[config.mk]
export PLATFORM = sky130hd
export DESIGN_NAME = mmt_div
export DESIGN_NICKNAME = d
export VERILOG_FILES = /design/src/sv/mmt_pkg.sv /design/src/sv/mmt_div.sv
export SDC_FILE = /design/constraint.sdc
export NUM_CORES = 1
export LEC_CHECK = 0
export ABC_AREA = 0
export ABC_CLOCK_PERIOD_IN_PS = 4000
export BUFFER_PORTS_ARGS = -buffer_cell sky130_fd_sc_hd__clkbuf_2
export CORE_ASPECT_RATIO = 0.7
export CORE_UTILIZATION = 35
export CTS_CLUSTER_DIAMETER = 30
export DETAILED_ROUTE_END_ITERATION = 12
export PLACE_DENSITY = 0.5
export SLEW_MARGIN = 20
export SYNTH_ARGS = -nofsm -noshare
export SYNTH_HDL_FRONTEND = slang
export SYNTH_SLANG_ARGS = --single-unit
export TNS_END_PERCENT = 50
[constraint.sdc]
create_clock -name i_clk -period 4 [get_ports i_clk]
set_clock_uncertainty 0.1 [all_clocks]
set_input_delay 0.4 -clock i_clk [delete_from_list [all_inputs] [get_ports i_clk]]
set_output_delay 0.4 -clock i_clk [all_outputs]
set_load 0.02 [all_outputs]
[src/sv/mmt_pkg.sv]
// shared types and constants for the markov motif train and score core
`timescale 1ns / 1ps

package mmt_pkg;

    // default sizes
    localparam int MAX_LEN_DEF   = 32;
    localparam int MAX_ORDER_DEF = 2;
    localparam int COUNT_W_DEF   = 24;

    // fixed field widths
    localparam int POS_W  = 7;
    localparam int PROB_W = 17;
    localparam int MANT_W = 16;
    localparam int EXP_W  = 13;
    localparam int TRN_W  = 24;
    localparam int SH_W   = 5;
    localparam int PROD_W = MANT_W + PROB_W;

    localparam logic [PROB_W-1:0] QUARTER  = PROB_W'(16384);
    localparam logic [MANT_W-1:0] ONE_MANT = MANT_W'(32768);
    localparam logic signed [EXP_W-1:0] EXP_MIN = -EXP_W'(4096);
    localparam logic [TRN_W-1:0] TRN_MAX = {TRN_W{1'b1}};

    // register indexes
    localparam logic [1:0] REG_LEN    = 2'd0;
    localparam logic [1:0] REG_ORDER  = 2'd1;
    localparam logic [1:0] REG_SPREAD = 2'd2;
    localparam logic [1:0] REG_PCOUNT = 2'd3;

    typedef enum logic [1:0] {
        CMD_CLEAR = 2'd0,
        CMD_TRAIN = 2'd1,
        CMD_SCORE = 2'd2,
        CMD_NONE  = 2'd3
    } t_cmd;

    typedef enum logic [3:0] {
        ST_CLEAR,
        ST_IDLE,
        ST_START,
        ST_TRD,
        ST_TWR,
        ST_TFIN,
        ST_SREAD,
        ST_SSUM,
        ST_SDIV,
        ST_MUL,
        ST_NORM,
        ST_EMIT
    } t_state;

    typedef struct packed {
        logic busy;
        logic done;
    } t_div_sts;

endpackage

[src/sv/mmt_div.sv]
// bit-serial divider for the rounded probability quotient
`timescale 1ns / 1ps

module mmt_div
    import mmt_pkg::*;
#(
    parameter int COUNT_W = COUNT_W_DEF
) (
    input  logic                 i_clk,
    input  logic                 i_rst_n,
    input  logic                 i_start,
    input  logic [COUNT_W-1:0]   i_cnt,
    input  logic [COUNT_W+1:0]   i_sum,
    output t_div_sts             o_sts,
    output logic [PROB_W-1:0]    o_quot
);

    localparam int SUM_W = COUNT_W + 2;
    localparam int NUM_W = COUNT_W + PROB_W;

    logic               r_busy;
    logic               r_done;
    logic [SH_W-1:0]    r_step;
    logic [SUM_W-1:0]   r_rem;
    logic [SUM_W-1:0]   r_den;
    logic [PROB_W-1:0]  r_num;
    logic [PROB_W-1:0]  r_quot;

    logic [NUM_W-1:0]   num_full;
    logic [SUM_W:0]     trial;
    logic               q_bit;

    // numerator is count * 2^16 plus half the sum
    assign num_full = NUM_W'({i_cnt, 16'h0000}) + NUM_W'(i_sum >> 1);
    assign trial    = {r_rem, r_num[PROB_W-1]};
    assign q_bit    = (trial >= {1'b0, r_den});

    // control
    always_ff @(posedge i_clk) begin
        if (!i_rst_n) begin
            r_busy <= 1'b0;
            r_done <= 1'b0;
            r_step <= '0;
        end else begin
            r_done <= 1'b0;
            if (i_start) begin
                r_busy <= 1'b1;
                r_step <= '0;
            end else if (r_busy) begin
                r_step <= r_step + 1'b1;
                if (r_step == SH_W'(PROB_W - 1)) begin
                    r_busy <= 1'b0;
                    r_done <= 1'b1;
                end
            end
        end
    end

    // one quotient bit per cycle
    always_ff @(posedge i_clk) begin
        if (i_start) begin
            r_rem  <= SUM_W'(num_full[NUM_W-1:PROB_W]);
            r_num  <= num_full[PROB_W-1:0];
            r_den  <= i_sum;
            r_quot <= '0;
        end else if (r_busy) begin
            r_rem  <= q_bit ? SUM_W'(trial - {1'b0, r_den}) : trial[SUM_W-1:0];
            r_num  <= {r_num[PROB_W-2:0], 1'b0};
            r_quot <= {r_quot[PROB_W-2:0], q_bit};
        end
    end

    assign o_sts.busy = r_busy;
    assign o_sts.done = r_done;
    assign o_quot     = r_quot;

endmodule

==> flow_summary.json, run 1 <==
{
  "cap_violations": 0,
  "worstHoldEndpoint": "r_den[10]",
  "fp.dieH_um": 110.3,
  "run_status": "completed",
  "nets": 756,
  "synth_area_sq_um": 5867,
  "min-delay-start": "i_sum[10]",
  "wl_per_cell_um": 16.92,
  "port_buffers": 71,
  "cts_max_path_buffers": 2,
  "cts_tree": "done",
  "postSynthCellCount": 602,
  "num_antenna_cells": 0,
  "cellPowerDensity_nw_per_um2": 479.1,
  "worst_slew_pin_slew_ps": 916.7,
  "ys_warn_count": 0,
  "worst_r2r_startpoint": "r_rem[0]",
  "avgSynthCellArea_sq_um": 9.746,
  "postCtsHoldBufs": 0,
  "pin_count": 72,
  "grt_setup_unrepaired": "false",
  "reg2reg_to": "r_rem[22]",
  "cp-start-kind": "flip-flop",
  "cp_max_fo": 18,
  "p_total_mw": 3.226,
  "p_leak_nw": 2.800,
  "setup_viol": 0,
  "finalCritPeriodShare_pct": 86.29,
  "multi_input_area_sq_um": 3043,
  "seq_area_frac_synth_pct": 43.16,
  "area_delta_synth_final_pct": 14.76,
  "root_buffer": "clkbuf_16",
  "tns_ps": 0,
  "first_pass_iters": 4,
  "htreeDepth": 3,
  "layout_commonest_cell": "clkbuf_2",
  "fmax_ghz": 0.2897,
  "fp.dieW_um": 156.7,
  "peakVddDrop_uv": 245.3,
  "start_util_pct": 35.89,
  "report.final.slew_viol_count": 0,
  "via_per_inst": 5.248,
  "ant_nets": 0,
  "synth_top_area_cell": "edfxtp_1",
  "clk_pin_slew_ps": 70,
  "clk_latency_ps": 360,
  "drc": 0,
  "fin_cells": 894,
  "coreArea_sq_um": 16350,
  "gp_congestion": 0.8771,
  "hold_viol": 0,
  "overflow": 0,
  "period_needed_ps": 3452,
  "drt_iter0_markers": 400,
  "clock_sinks": 93,
  "max_slew_margin_pct": 38.89,
  "totalWireLength_um": 15120,
  "cp_data_arrival_time_ps": 3550,
  "nFillCells": 1629,
  "min_path_cells": 1,
  "layout_common_cells": "clkbuf_2 (70), edfxtp_1 (67), nor2_1 (56)",
  "row_count": 39,
  "ys_ff_latch": 93,
  "synthDistinctLibCells": 54,
  "synth_area_leaders": "edfxtp_1 (34%), dfxtp_1 (8.9%), ha_1 (7.9%), xnor2_1 (4.2%), nor2_1 (3.6%)",
  "grt_pass1_wl_um": 24090,
  "synth_ff_type": "edfxtp_1",
  "track_usage_pct": 18.70,
  "cts-buffers-inserted": 9,
  "ys_async_sr_fraction_pct": 0,
  "die-area_sq_um": 17290,
  "dp_hpwl_um": 11100,
  "grt_max_degree": 78,
  "fin_hold_ws_ps": 129.2,
  "cts_setup_buffers": 0,
  "antenna_found_initial": 0,
  "syn-num-nets": 694,
  "r2r_slack_ps": 550,
  "reg2regPathDepth": 10,
  "grt_pass1_vias": 4535,
  "drive_above_1_share_pct": 17.49,
  "netlist.area_leader.share_pct": 34.29,
  "end_kind": "flip-flop",
  "required_ps": 4100,
  "synth_edf_count": 67,
  "path_class": "reg2reg",
  "vias": 4692,
  "register_area_sq_um": 2532,
  "hold_class": "in2reg",
  "post-place-cells": 878,
  "cts_resized": 0
}
through the flow:
stage          util [%]  setup WS (ps)  cell area [sq um]
3_3_place_gp      39.35          657.3               6432
3_5_place_dp      39.35          563.2               6432
6_report          41.19          548.4               6733
4_1_cts           41.18          560.1               6731
5_1_grt           41.19          327.2               6733
2_1_floorplan         -           1109               5867
cell type report:
class	count	area share, %
Clock inverter	3	0.2602
Clock buffer	13	4.181
Sequential cell	93	37.61
Tap cell	225	4.181
Timing Repair Buffer	79	6.170
Inverter	43	2.397
Multi-Input combinational cell	438	45.20
critical path: stages (launching register included):
cell and delay, ps:
edfxtp_1 450, ha_1 330, nor2b_1 170, o2111ai_1 190
a21oi_2 280, o2111ai_2 190, a2111o_1 510, a21o_1 340
buf_4 270, a211o_1 320, a22oi_1 130
state kept, by name, indices dropped and copies added (netlist names):
signal	cells
r_done	1
r_step	5
r_busy	1
r_den	26
o_quot	17
r_num	17
r_rem	26
synth_stat cells, drive strengths merged, types with 19 or more instances:
library cell   n
a21oi         29
a31oi         27
clkbuf        21
dfxtp         26
edfxtp        67
ha            37
inv           43
mux2i         19
nand2         31
nand3         30
nor2          56
o21ai         38
xnor2         28
metal layers:
metal | global-route usage [%] | routed length [um] | vias to the layer above
li1 | - | - | 2331
met5 | 0 | 0 | -
met4 | 6.443 | 261 | 0
met3 | 3.948 | 750 | 16
met2 | 27.24 | 6275 | 120
met1 | 27.18 | 7836 | 2225
worst max-delay path by stage:
stage                            to  cells past startpoint      from  slack (ps)
after floorplan           r_rem[11]                     11  r_rem[0]        1110
after global placement    r_rem[22]                     10  r_rem[0]         660
after detailed placement  r_rem[22]                     10  r_rem[0]         560
after CTS                 r_rem[22]                     10  r_rem[0]         560
after global routing      r_rem[22]                     10  r_rem[0]         330
final                     r_rem[22]                     10  r_rem[0]         550
report_power, final:
group | switching (mW) | leakage, nW | internal (mW)
combinational | 0.679 | 1.78 | 0.464
clock | 0.367 | 0.147 | 0.491
sequential | 0.0555 | 0.875 | 1.17
total | 1.10 | 2.80 | 2.12
cells by family after synthesis:
family / Yosys count / share of synthesized area (%)
and+or+nand+nor: 165 / 13.37
xor gates and xnor gates: 39 / 5.822
DFF: 93 / 43.16
AOI/OAI and AO/OA: 160 / 17.76
muxes: 35 / 6.313
adders and majority gates: 39 / 8.573
buffers and inverters: 71 / 4.990
Note: power is estimated with default switching activity, not from simulation.
==> run 2, diff against run 1 <==
--- a/config.mk
+++ b/config.mk
@@ -12,6 +12,7 @@
 export CORE_UTILIZATION = 35
 export CTS_CLUSTER_DIAMETER = 30
 export DETAILED_ROUTE_END_ITERATION = 12
+export MAX_ROUTING_LAYER = met4
 export PLACE_DENSITY = 0.5
 export SLEW_MARGIN = 20
 export SYNTH_ARGS = -nofsm -noshare
==> run 2 against run 1 <==
Against the previous run:
- fmax fell by 0.22%
- sequential power barely moved
- sequential cell count did not move
- worst setup slack got worse by 7.6 ps
- hold slack got worse by 2.8 ps
- first-iteration DRC count fell by 22%
- routed wire length rose by 1.5%
- clock-buffer cell count rose by 1
- final cell count did not move
- sequential share of layout area fell by 0.098 points
- total power rose by 1.3%
- highest routed layer unchanged
- register-to-register slack barely moved
==> flow_summary.json, run 2 (synthesized netlist as in run 1, its figures left out) <==
{
  "fin_cells": 894,
  "coreArea_sq_um": 16350,
  "run_status": "completed",
  "clk_latency_ps": 350,
  "cts_setup_buffers": 0,
  "fin_util_pct": 41.29,
  "area_delta_synth_final_pct": 15.06,
  "via_per_inst": 5.275,
  "period_needed_ps": 3459,
  "r2r_slack_ps": 540,
  "gp_congestion": 0.9128,
  "fmax_ghz": 0.2891,
  "drt_iter0_markers": 313,
  "fp.dieW_um": 156.7,
  "path_class": "reg2reg",
  "reg.largest.list": "r_den x26, r_rem x26",
  "htreeDepth": 3,
  "hold_class": "in2reg",
  "fp.dieH_um": 110.3,
  "report.final.slew_viol_count": 0,
  "row_count": 39,
  "crit_buf_inv": 1,
  "nets": 756,
  "post-place-cells": 878,
  "num_antenna_cells": 0,
  "first_pass_iters": 4,
  "required_ps": 4090,
  "hold_viol": 0,
  "end_kind": "flip-flop",
  "worst_slew_pin_slew_ps": 892.8,
  "port_buffers": 71,
  "layout_common_cells": "clkbuf_2 (70), edfxtp_1 (67), nor2_1 (56)",
  "root_buffer": "clkbuf_16",
  "internal-power_mw": 2.162,
  "setup_viol": 0,
  "path_cells": "ha_1 > nor2b_1 > o2111ai_1 > a21oi_2 > o2111ai_2 > a2111o_1 > a21o_1 > buf_4 > a211o_1 > a22oi_1",
  "clk_pin_slew_ps": 60,
  "grt_max_degree": 78,
  "clock_sinks": 93,
  "start_util_pct": 35.89,
  "drive_above_1_share_pct": 17.49,
  "cts-buffers-inserted": 9,
  "layout_commonest_cell": "clkbuf_2",
  "critical_path.top_delay_family": "compound AO/OA/AOI/OAI gates",
  "cts_max_path_buffers": 2,
  "postCtsHoldBufs": 0,
  "tns_ps": 0,
  "p_clk_share_pct": 27.2,
  "cp_data_arrival_time_ps": 3550,
  "pin_count": 72,
  "fin_hold_ws_ps": 126.4,
  "comb_power_share_pct": 35.3,
  "cp-start-kind": "flip-flop",
  "cp_max_fo": 18,
  "drc": 0,
  "seqPwrFrac_pct": 37.5,
  "wl_per_cell_um": 17.17,
  "antenna_found_initial": 0,
  "p_sw_share_pct": 33.86,
  "cts_resized": 0,
  "max_slew_margin_pct": 40.48,
  "track_usage_pct": 19.54,
  "grt_pass1_wl_um": 24780,
  "cellPowerDensity_nw_per_um2": 484.3,
  "cpMaxStageDelayCell": "a2111o_1",
  "cts_tree": "done",
  "nFillCells": 1640,
  "p_leak_nw": 2.812,
  "ant_nets": 0,
  "finalCritPeriodShare_pct": 86.48,
  "grt_setup_unrepaired": "false",
  "vias": 4716,
  "switching_power_mw": 1.107,
  "max_stage_delay_ps": 530,
  "totalWireLength_um": 15350,
  "die-area_sq_um": 17290,
  "dp_hpwl_um": 11400,
  "cap_violations": 0,
  "grt_pass1_vias": 4677,
  "overflow": 0,
  "peakVddDrop_uv": 243.1
}
==> run 2: cell count changes in the layout (fill, tap and decap cells not counted) <==
cell        previous run  this run
clkinvlp_4             1         0
clkbuf_16             10        11
==> run 2: worst paths after layout <==
check | from | end | cells after the start
setup / recovery | r_rem[0] | r_rem[22] | 10
hold / removal | i_sum[0] | r_den[0] | 1
setup reg to reg | r_rem[0] | r_rem[22] | 10
hold reg to reg | r_rem[24] | r_rem[24] | 2
==> run 2: area by class of cell <==
class	instances	area, sq um	area share [%]
clock buffers	14	306.5	4.541
inverters	43	161.4	2.391
well taps	225	281.5	4.171
flip-flops and latches	93	2532	37.52
clock inverters	2	10.01	0.1483
multi-input cells	438	3043	45.08
repair buffers	79	415.4	6.154
==> run 2: per-stage QoR <==
stage | power (mW) | instance area, sq um | worst slack, ps
2_1_floorplan | 2.080 | 5867 | 1109
3_3_place_gp | 2.371 | 6432 | 654.0
3_5_place_dp | 2.383 | 6432 | 520.4
4_1_cts | 3.291 | 6749 | 532.5
5_1_grt | 3.481 | 6750 | 266.2
6_report | 3.269 | 6750 | 540.8
==> run 2: metal layers <==
metal  GRT usage [%]  vias to the layer above  part of all wire, %
li1                -                     2342                    -
met1           26.07                     2259                   51
met2           28.22                       96                   42
met3           5.160                       19                  5.1
met4           7.423                        0                  2.4
met5               -                        -                    0
==> run 2: power groups by stage <==
stage | Clock, mW | Sequential, mW | Combinational, mW
CTS | 0.917 | 1.22 | 1.15
finish | 0.890 | 1.22 | 1.15
detailed placement | 0 | 1.24 | 1.14
global route | 0.947 | 1.24 | 1.30
floorplan | 0 | 1.23 | 0.854
global placement | 0 | 1.24 | 1.13
==> run 2: worst register-to-register path: stages (launching register included) <==
cell	delay [ps]
edfxtp_1	440
ha_1	320
nor2b_1	170
o2111ai_1	190
a21oi_2	290
o2111ai_2	190
a2111o_1	530
a21o_1	340
buf_4	270
a211o_1	320
a22oi_1	130
==> run 3, diff against run 2 <==
--- a/config.mk
+++ b/config.mk
@@ -7,13 +7,14 @@
 export LEC_CHECK = 0
 export ABC_AREA = 0
 export ABC_CLOCK_PERIOD_IN_PS = 4000
-export BUFFER_PORTS_ARGS = -buffer_cell sky130_fd_sc_hd__clkbuf_2
 export CORE_ASPECT_RATIO = 0.7
 export CORE_UTILIZATION = 35
 export CTS_CLUSTER_DIAMETER = 30
 export DETAILED_ROUTE_END_ITERATION = 12
+export DONT_BUFFER_PORTS = 1
 export MAX_ROUTING_LAYER = met4
-export PLACE_DENSITY = 0.5
+export PLACE_DENSITY = 0.46
+export RECOVER_POWER = 50
 export SLEW_MARGIN = 20
 export SYNTH_ARGS = -nofsm -noshare
 export SYNTH_HDL_FRONTEND = slang
==> run 3 against run 2 <==
Against the previous run:
- the flow now finishes with violations (capacitance limit, slew limit)
- critical path depth unchanged
- routed wire length down 4.4%
- non-clock buffer count decreased by 72
- total power is 2.5% lower
- sequential share of layout area increased by 2.2 points
- clock power decreased by 2.8%
- hold slack got worse by 84 ps
- combinational power fell by 4%
- fmax shrank 1.9%
- final area fell by 5.6%
- clock-buffer cell count down 5
- register-to-register slack got worse by 70 ps
==> flow_summary.json, run 3 (synthesized netlist as in run 1, its figures left out) <==
{
  "run_status": "finished with violations",
  "violations": "capacitance limit, slew limit",
  "pin_count": 72,
  "cts_setup_buffers": 0,
  "num_antenna_cells": 0,
  "cap_violations": 1,
  "switching_power_mw": 1.084,
  "period_needed_ps": 3526,
  "wl_per_cell_um": 17.85,
  "path_class": "reg2reg",
  "drive_above_1_share_pct": 7.203,
  "fmax_ghz": 0.2836,
  "reg.largest.list": "r_den x26, r_rem x26",
  "die-area_sq_um": 17290,
  "root_buffer": "clkbuf_16",
  "antenna_found_initial": 0,
  "overflow": 0,
  "drt_iter0_markers": 373,
  "hold_viol": 0,
  "cts-buffers-inserted": 9,
  "seqPwrFrac_pct": 38.5,
  "area_delta_synth_final_pct": 8.595,
  "comb_power_share_pct": 34.4,
  "track_usage_pct": 18.59,
  "cellPowerDensity_nw_per_um2": 500.5,
  "max_slew_margin_pct": -33.57,
  "p_clk_share_pct": 27.1,
  "p_leak_nw": 2.493,
  "finalCritPeriodShare_pct": 88.15,
  "fin_util_pct": 38.97,
  "via_per_inst": 5.481,
  "peakVddDrop_uv": 175.2,
  "totalWireLength_um": 14670,
  "nets": 684,
  "row_count": 39,
  "ant_nets": 0,
  "grt_pass1_vias": 4349,
  "drc": 0,
  "postCtsHoldBufs": 0,
  "vias": 4505,
  "cp_data_arrival_time_ps": 3610,
  "required_ps": 4080,
  "grt_max_degree": 79,
  "start_util_pct": 35.89,
  "clk_latency_ps": 350,
  "setup_viol": 0,
  "report.final.slew_viol_count": 29,
  "gp_congestion": 0.8947,
  "grt_pass1_wl_um": 23340,
  "tns_ps": 0,
  "cts_max_path_buffers": 2,
  "clock_sinks": 93,
  "fp.dieW_um": 156.7,
  "coreArea_sq_um": 16350,
  "first_pass_iters": 5,
  "layout_common_cells": "edfxtp_1 (67), nor2_1 (56), inv_1 (43)",
  "layout_commonest_cell": "edfxtp_1",
  "grt_setup_unrepaired": "false",
  "hold_class": "in2reg",
  "dp_hpwl_um": 10790,
  "end_kind": "flip-flop",
  "worst_slew_pin_slew_ps": 2004,
  "cp-start-kind": "flip-flop",
  "cts_tree": "done",
  "htreeDepth": 3,
  "fp.dieH_um": 110.3,
  "p_sw_share_pct": 34.00,
  "port_buffers": 0,
  "internal-power_mw": 2.104,
  "clk_pin_slew_ps": 70,
  "cp_max_fo": 12,
  "cts_resized": 0
}
[run 3: metal layers]
layer	vias up	global-route usage (%)	wire length, um
li1	2185	-	-
met1	2171	26.46	7452
met2	132	25.75	6054
met3	17	3.479	803
met4	0	7.283	361
met5	-	-	0
[run 3: path summary, 6_finish.rpt]
check / from / end / slack, ps / cells past startpoint
worst min register to register: r_rem[24] / r_rem[24] / 420 / 2
worst min-delay path: i_sum[5] / r_den[5] / 40 / 0
worst max-delay path: r_rem[0] / r_rem[22] / 470 / 10
worst max register to register: r_rem[0] / r_rem[22] / 470 / 10
[run 3: power by group through the flow]
stage	clock network [mW]	logic, mW	registers, mW
after detailed placement	0	1.09	1.24
after floorplan	0	0.854	1.23
final	0.865	1.10	1.23
after global routing	0.926	1.22	1.24
after global placement	0	1.09	1.25
after CTS	0.888	1.09	1.23
[run 3: critical path, cell delays in order (launching register included)]
cell and delay, ps:
edfxtp_1 440, ha_1 320, nor2b_1 190, o2111ai_1 200, a21oi_2 270, o2111ai_2 200, a2111o_1 530, a21o_1 380
buf_4 260, a211o_1 300, a22oi_1 160
[run 3: layout make-up]
type,instances,area (sq um)
fillers,1602,9976
repair buffers,7,48.80
clock buffers,9,225.2
well taps,225,281.5
flip-flops and latches,93,2532
inverters,43,161.4
multi-input cells,438,3050
clock inverters,7,71.32
[run 3: through the flow]
stage          hold WS, ps  area, sq um  instances  power (mW)  setup WS [ps]
6_report             42.69         6371        822       3.189          474.2
2_1_floorplan        362.4         5867        602       2.080           1109
5_1_grt              17.80         6371        822       3.384          282.3
4_1_cts              22.97         6371        822       3.207          488.2
3_3_place_gp         397.0         6073        806       2.335          570.2
3_5_place_dp         397.2         6075        806       2.330          553.3
